`src/rtl/core/ppta_pkg.sv`:
```
// Shared constants, types and helpers for per-peer traffic accounting.
`default_nettype none
package ppta_pkg;

    localparam int PEER_SLOTS  = 16;
    localparam int SLOT_W      = $clog2(PEER_SLOTS);
    localparam int IDX_W       = SLOT_W + 1;
    localparam int LOCAL_ADDRS = 4;
    localparam int CFG_IDX_W   = 3;
    localparam int CFG_DATA_W  = 32;
    localparam int DIV_NUM_W   = 48;
    localparam int DIV_DEN_W   = 32;
    localparam int DIV_CNT_W   = $clog2(DIV_NUM_W + 1);

    localparam logic [15:0] MIN_CAPTURE = 16'd34;
    localparam logic [15:0] ETH_IPV4    = 16'h0800;

    // Configuration register indexes
    localparam logic [CFG_IDX_W-1:0] REG_ADDR_A = 3'd0;
    localparam logic [CFG_IDX_W-1:0] REG_ADDR_B = 3'd1;
    localparam logic [CFG_IDX_W-1:0] REG_ADDR_C = 3'd2;
    localparam logic [CFG_IDX_W-1:0] REG_ADDR_D = 3'd3;
    localparam logic [CFG_IDX_W-1:0] REG_COUNT  = 3'd4;

    // Item command codes
    localparam logic CMD_PACKET = 1'b0;
    localparam logic CMD_REPORT = 1'b1;

    // Division operand selects
    typedef enum logic [1:0] {
        DIV_PDOWN = 2'd0,
        DIV_PUP   = 2'd1,
        DIV_TDOWN = 2'd2,
        DIV_TUP   = 2'd3
    } ppta_div_sel_t;

    typedef struct packed {
        logic          load_item;
        logic          look;
        logic          upd;
        logic          load_peer;
        logic          load_total;
        logic          idx_inc;
        logic          div_start;
        logic          div_store;
        ppta_div_sel_t div_sel;
    } ppta_cmd_t;

    typedef struct packed {
        logic scan_hit;
        logic idx_end;
        logic div_done;
        logic line_total;
    } ppta_sts_t;

    function automatic logic [31:0] sat_add32(input logic [31:0] a, input logic [15:0] b);
        logic [32:0] s;
        s = {1'b0, a} + {17'd0, b};
        return s[32] ? 32'hFFFF_FFFF : s[31:0];
    endfunction

    function automatic logic [47:0] sat_add48(input logic [47:0] a, input logic [15:0] b);
        logic [48:0] s;
        s = {1'b0, a} + {33'd0, b};
        return s[48] ? 48'hFFFF_FFFF_FFFF : s[47:0];
    endfunction

endpackage
`default_nettype wire

```
`src/rtl/core/ppta_ctrl.sv`:
```
// Controller state machine: packet lookup and update, report scan and divisions.
`default_nettype none
module ppta_ctrl (
    input  wire logic                 clk,
    input  wire logic                 rst_n,
    input  wire logic                 in_valid,
    output logic                      in_ready,
    input  wire logic                 item_cmd,
    output logic                      out_valid,
    input  wire logic                 out_ready,
    output ppta_pkg::ppta_cmd_t       cmd_bus,
    input  wire ppta_pkg::ppta_sts_t  sts
);
    import ppta_pkg::*;

    typedef enum logic [2:0] {
        S_IDLE,
        S_LOOK,
        S_UPD,
        S_SCAN,
        S_DIV_GO,
        S_DIV_WAIT,
        S_OUT
    } state_t;

    state_t        state_reg, state_next;
    ppta_div_sel_t sel_reg, sel_next;

    // Next state and commands
    always_comb
    begin
        state_next = state_reg;
        sel_next   = sel_reg;
        cmd_bus    = '0;
        cmd_bus.div_sel = sel_reg;
        in_ready   = 1'b0;
        out_valid  = 1'b0;
        case (state_reg)
            S_IDLE:
            begin
                in_ready = 1'b1;
                if (in_valid)
                begin
                    cmd_bus.load_item = 1'b1;
                    state_next = (item_cmd == CMD_REPORT) ? S_SCAN : S_LOOK;
                end
            end
            S_LOOK:
            begin
                cmd_bus.look = 1'b1;
                state_next   = S_UPD;
            end
            S_UPD:
            begin
                cmd_bus.upd = 1'b1;
                state_next  = S_IDLE;
            end
            S_SCAN:
            begin
                sel_next = DIV_PDOWN;
                if (sts.idx_end)
                begin
                    cmd_bus.load_total = 1'b1;
                    state_next = S_DIV_GO;
                end
                else if (sts.scan_hit)
                begin
                    cmd_bus.load_peer = 1'b1;
                    state_next = S_DIV_GO;
                end
                else
                begin
                    cmd_bus.idx_inc = 1'b1;
                end
            end
            S_DIV_GO:
            begin
                cmd_bus.div_start = 1'b1;
                state_next = S_DIV_WAIT;
            end
            S_DIV_WAIT:
            begin
                if (sts.div_done)
                begin
                    cmd_bus.div_store = 1'b1;
                    if (sel_reg == DIV_TUP)
                    begin
                        state_next = S_OUT;
                    end
                    else
                    begin
                        sel_next   = ppta_div_sel_t'(sel_reg + 2'd1);
                        state_next = S_DIV_GO;
                    end
                end
            end
            S_OUT:
            begin
                out_valid = 1'b1;
                if (out_ready)
                begin
                    if (sts.line_total)
                    begin
                        state_next = S_IDLE;
                    end
                    else
                    begin
                        cmd_bus.idx_inc = 1'b1;
                        state_next = S_SCAN;
                    end
                end
            end
            default:
            begin
                state_next = S_IDLE;
            end
        endcase
    end

    // Hold state
    always_ff @(posedge clk or negedge rst_n)
    begin
        if (!rst_n)
        begin
            state_reg <= S_IDLE;
            sel_reg   <= DIV_PDOWN;
        end
        else
        begin
            state_reg <= state_next;
            sel_reg   <= sel_next;
        end
    end

endmodule
`default_nettype wire

```
`config.mk`:
```
export PLATFORM = sky130hd
export DESIGN_NAME = ppta_ctrl
export DESIGN_NICKNAME = d
export VERILOG_FILES = /design/src/rtl/core/ppta_pkg.sv /design/src/rtl/core/ppta_ctrl.sv
export SDC_FILE = /design/constraint.sdc
export NUM_CORES = 1
export LEC_CHECK = 0
export BUFFER_PORTS_ARGS = -buffer_cell sky130_fd_sc_hd__buf_2
export CORE_AREA = 8 8 45 47
export CTS_CLUSTER_SIZE = 10
export DETAILED_ROUTE_END_ITERATION = 10
export DIE_AREA = 0 0 53 55
export HOLD_SLACK_MARGIN = 0.08
export MAX_ROUTING_LAYER = met4
export SLEW_MARGIN = 40
export SYNTH_ARGS = -nofsm -noshare
export SYNTH_HDL_FRONTEND = slang
export SYNTH_SLANG_ARGS = --single-unit
```
`constraint.sdc`:
```
create_clock -name clk -period 2.5 [get_ports clk]
set_input_delay 0 -clock clk [delete_from_list [all_inputs] [get_ports clk]]
set_output_delay 0 -clock clk [all_outputs]
set_load 0.1 [all_outputs]
```
==> tab_implementation.tex <==
\begin{tabular}{lr}
\hline
Metric & Value \\
\hline
\multicolumn{2}{l}{\textbf{Status}} \\
Run status & completed \\
\multicolumn{2}{l}{\textbf{GRT}} \\
Total routing resource utilization after global routing & 0.0866 \\
Global-route congestion overflow total & 0 \\
Maximum number of pins on one net before global-route repair & 19 \\
Number of global-route vias before repair & 422 \\
Initial antenna violation count & 0 \\
First-pass GRT wire length & 1.87 mm \\
\multicolumn{2}{l}{\textbf{Logic synthesis}} \\
Predominant post-synthesis flop cell & dfrtp\_1 \\
Flip-flop and latch count after synthesis & 5 \\
Top-count cell post-synth & o21ai\_0 \\
Distinct cells, synth & 26 \\
Post-Synthesis Cell Area & 428 µm² \\
Largest area contributor in the synthesized netlist & dfrtp\_1 \\
Top cells by count, synth & o21ai\_0 (7), dfrtp\_1 (5), inv\_1 (4), nand2\_1 (4), nor3b\_1 (4) \\
Post-synth EDFFs & 0 \\
Synthesized net count & 65 \\
Share of Yosys cell area claimed by the top area cell type & 0.292 \\
Number of synthesis warnings & 0 \\
Sequential area share after synthesis & 0.292 \\
Largest cells by area after synthesis & dfrtp\_1 (29\%), o21ai\_0 (8.2\%), nor3b\_1 (7.0\%) \\
Post-synth ARST share & 1.00 \\
Average cell area after synthesis & 7.78 µm² \\
Gate count of the mapped netlist & 55 \\
\multicolumn{2}{l}{\textbf{Final layout}} \\
Number of fill cells & 142 \\
Layout cell share with drive strength beyond 1 & 0.382 \\
Inserted Diodes & 0 \\
Post-synthesis to final-layout area growth & 36.8\% \\
Nets & 87 \\
Flip-flop count of the largest register after layout & 3 \\
\multicolumn{2}{l}{\textbf{Detailed routing}} \\
Number of vias per cell & 4.96 \\
Number of design-rule violations left by the first detailed-router iteration & 5 \\
Total via count in the routed design & 456 \\
Detailed-router iteration count before antenna repair & 4 \\
Average routed wire per standard cell & 12.5 µm \\
Total wire length after detailed routing & 1.15 mm \\
Routed Antenna Nets & 0 \\
Drc violations & 0 \\
\multicolumn{2}{l}{\textbf{Placed design}} \\
Global placement routability congestion & 0.748 \\
Detailed-placement wirelength estimate & 870 µm \\
Place WS & 748 ps \\
Number of I/O port buffers & 20 \\
\multicolumn{2}{l}{\textbf{STA}} \\
Ratio of final minimum period to clock period & 0.731 \\
Total negative slack & 0 ps \\
\# setup viols final & 0 \\
Minimum setup slack in the final design & 673 ps \\
Final max-slew violation count & 0 \\
Final hold violation count & 0 \\
Min Clock Period, post-route & 1830 ps \\
Max frequency & 547 MHz \\
Slew at the pin closest to its max-slew limit & 494 ps \\
Worst slew margin relative to its limit & 0.673 \\
Unrepaired setup endpoints after global routing & no \\
Post-Route Skew & 7.06 ps \\
\multicolumn{2}{l}{\textbf{Clock tree}} \\
Post-CTS Setup Repair Bufs & 0 \\
Clock transition time at the flip-flop clock pins of the worst setup and hold paths & 40 ps \\
Number of sinks driven by the clock tree & 5 \\
Cell chosen for the clock root & clkbuf\_4 \\
H-tree Lvls & 1 \\
Source-to-sink clock delay at the later pin of the worst-skew pair & 240 ps \\
Worst-case clock buffer depth & 2 \\
Number of clock buffers inserted by TritonCTS & 3 \\
TritonCTS clock tree & done \\
\multicolumn{2}{l}{\textbf{Critical path}} \\
Reg2reg setup slack & 720 ps \\
Setup CP Type & register to primary output \\
Worst setup SP type & register \\
Signal arrival time at the worst endpoint & 1830 ps \\
Delay of the slowest cell on the worst path & 520 ps \\
Slowest cell on the critical path & dfrtp\_1 \\
Worst endpoint required time & 2500 ps \\
Reg2Reg Depth & 4 \\
Kind of end point of the critical path & primary output \\
Cell Chain, Critical Path & inv\_1 -> nand3\_1 -> nor3b\_2 -> buf\_2 \\
FF-to-FF Start & state\_reg[2] \\
Max Fanout on Critical Path & 13 \\
Top Family by Delay on Critical Path & buffers and inverters \\
Worst path buffer plus inverter count & 2 \\
Reg-to-reg endpoint & state\_reg[1] \\
\multicolumn{2}{l}{\textbf{Die}} \\
Cell row count & 14 \\
Die footprint & 0.00292 mm² \\
Die span in y & 55 µm \\
IO Pins & 21 \\
Width of the chip & 53 µm \\
Core Region & 0.00138 mm² \\
Initial cell density of the core & 0.309 \\
\multicolumn{2}{l}{\textbf{Hold path}} \\
Cell depth of the worst hold path & 3 \\
Path class of the lowest-slack min-delay path & primary input to register \\
Launch point of the worst hold path & sts[3] \\
Sink of the worst hold path & state\_reg[2] \\
\multicolumn{2}{l}{\textbf{Flow run}} \\
Max cap viols & 0 \\
\hline
\end{tabular}
==> layout make-up <==
| class | instances | area, µm² | area share |
|---|---|---|---|
| Sequential cell | 5 | 125 | 0.214 |
| Clock buffer | 4 | 26.3 | 0.0449 |
| Timing Repair Buffer | 21 | 110 | 0.188 |
| Tap cell | 16 | 20.0 | 0.0342 |
| Inverter | 4 | 15.0 | 0.0256 |
| Multi-Input combinational cell | 42 | 289 | 0.494 |
==> worst min-delay path, stage by stage <==
cell     delay [ps]
buf_2            90
nor2_1           50
o21ai_0         150
==> logic make-up after synthesis <==
kind of cell | count (synthesis) | synth area share
simple gates | 25 | 0.333
compound gates | 15 | 0.231
buf+inv | 8 | 0.0789
flops | 5 | 0.292
mux | 1 | 0.0351
fa+ha+maj | 1 | 0.0292
==> layout by cell type (no fill, tap or decap) <==
master         netlist  final
dlygate4sd3_1        0      1
nand2_1              4      4
nor2b_1              1      1
o311ai_1             1      1
clkbuf_4             0      3
nor2_1               3      3
mux2_4               1      1
nor3_1               2      1
buf_2                0     20
ha_1                 1      1
and3_1               1      1
or3_1                1      1
o21a_1               1      1
nor3_2               0      1
o21ai_2              1      1
o2bb2ai_1            1      1
a21oi_1              1      1
o21ai_0              7      7
nor3b_2              0      3
dfrtp_1              5      5
or4b_1               1      1
a22oi_1              1      1
clkbuf_1             3      1
nand3_1              3      3
a22o_1               2      2
and2_1               3      3
nor3b_1              4      1
nand2b_1             1      1
nand3b_1             1      1
inv_1                4      4
==> metrics by stage <==
| step | hold WS, ps | util | std cells | cell area [µm²] |
|---|---|---|---|---|
| floorplan | -296 | - | 55 | 448 |
| global placement | -181 | 0.397 | 87 | 549 |
| detailed placement | -183 | 0.397 | 87 | 549 |
| CTS | 102 | 0.423 | 92 | 586 |
| global route | 120 | 0.423 | 92 | 586 |
| finish | 105 | 0.423 | 92 | 586 |
==> routing by layer <==
| metal | vias up | wire length [µm] | GRT usage |
|---|---|---|---|
| met5 | - | 0 | - |
| li1 | 236 | - | - |
| met2 | 13 | 510 | 0.125 |
| met1 | 207 | 553 | 0.108 |
| met3 | 0 | 89 | 0.0428 |
| met4 | 0 | 0 | 0.0129 |
==> how the worst max path moves through the flow <==
| stage | startpoint | end | slack (ps) | depth (start not counted) |
|---|---|---|---|---|
| 3_3_place_gp | state_reg[1] | state_reg[1] | 760 | 4 |
| 4_1_cts | state_reg[2] | cmd_bus[6] | 670 | 4 |
| 6_report | state_reg[2] | cmd_bus[6] | 670 | 4 |
| 5_1_grt | state_reg[2] | cmd_bus[4] | 540 | 5 |
| 3_5_place_dp | state_reg[1] | state_reg[1] | 750 | 4 |
| 2_1_floorplan | state_reg[0] | cmd_bus[9] | -270 | 3 |
==> what timing repair did <==
| item | in CTS | in global routing |
|---|---|---|
| gates resized for setup | 0 | 0 |
| endpoints found under the hold margin | 5 | 0 |
| hold buffers | 1 | 0 |
Power is left out: the tool's default activity adds up to more than one toggle a clock period on the data nets, which glitch-free logic cannot reach.
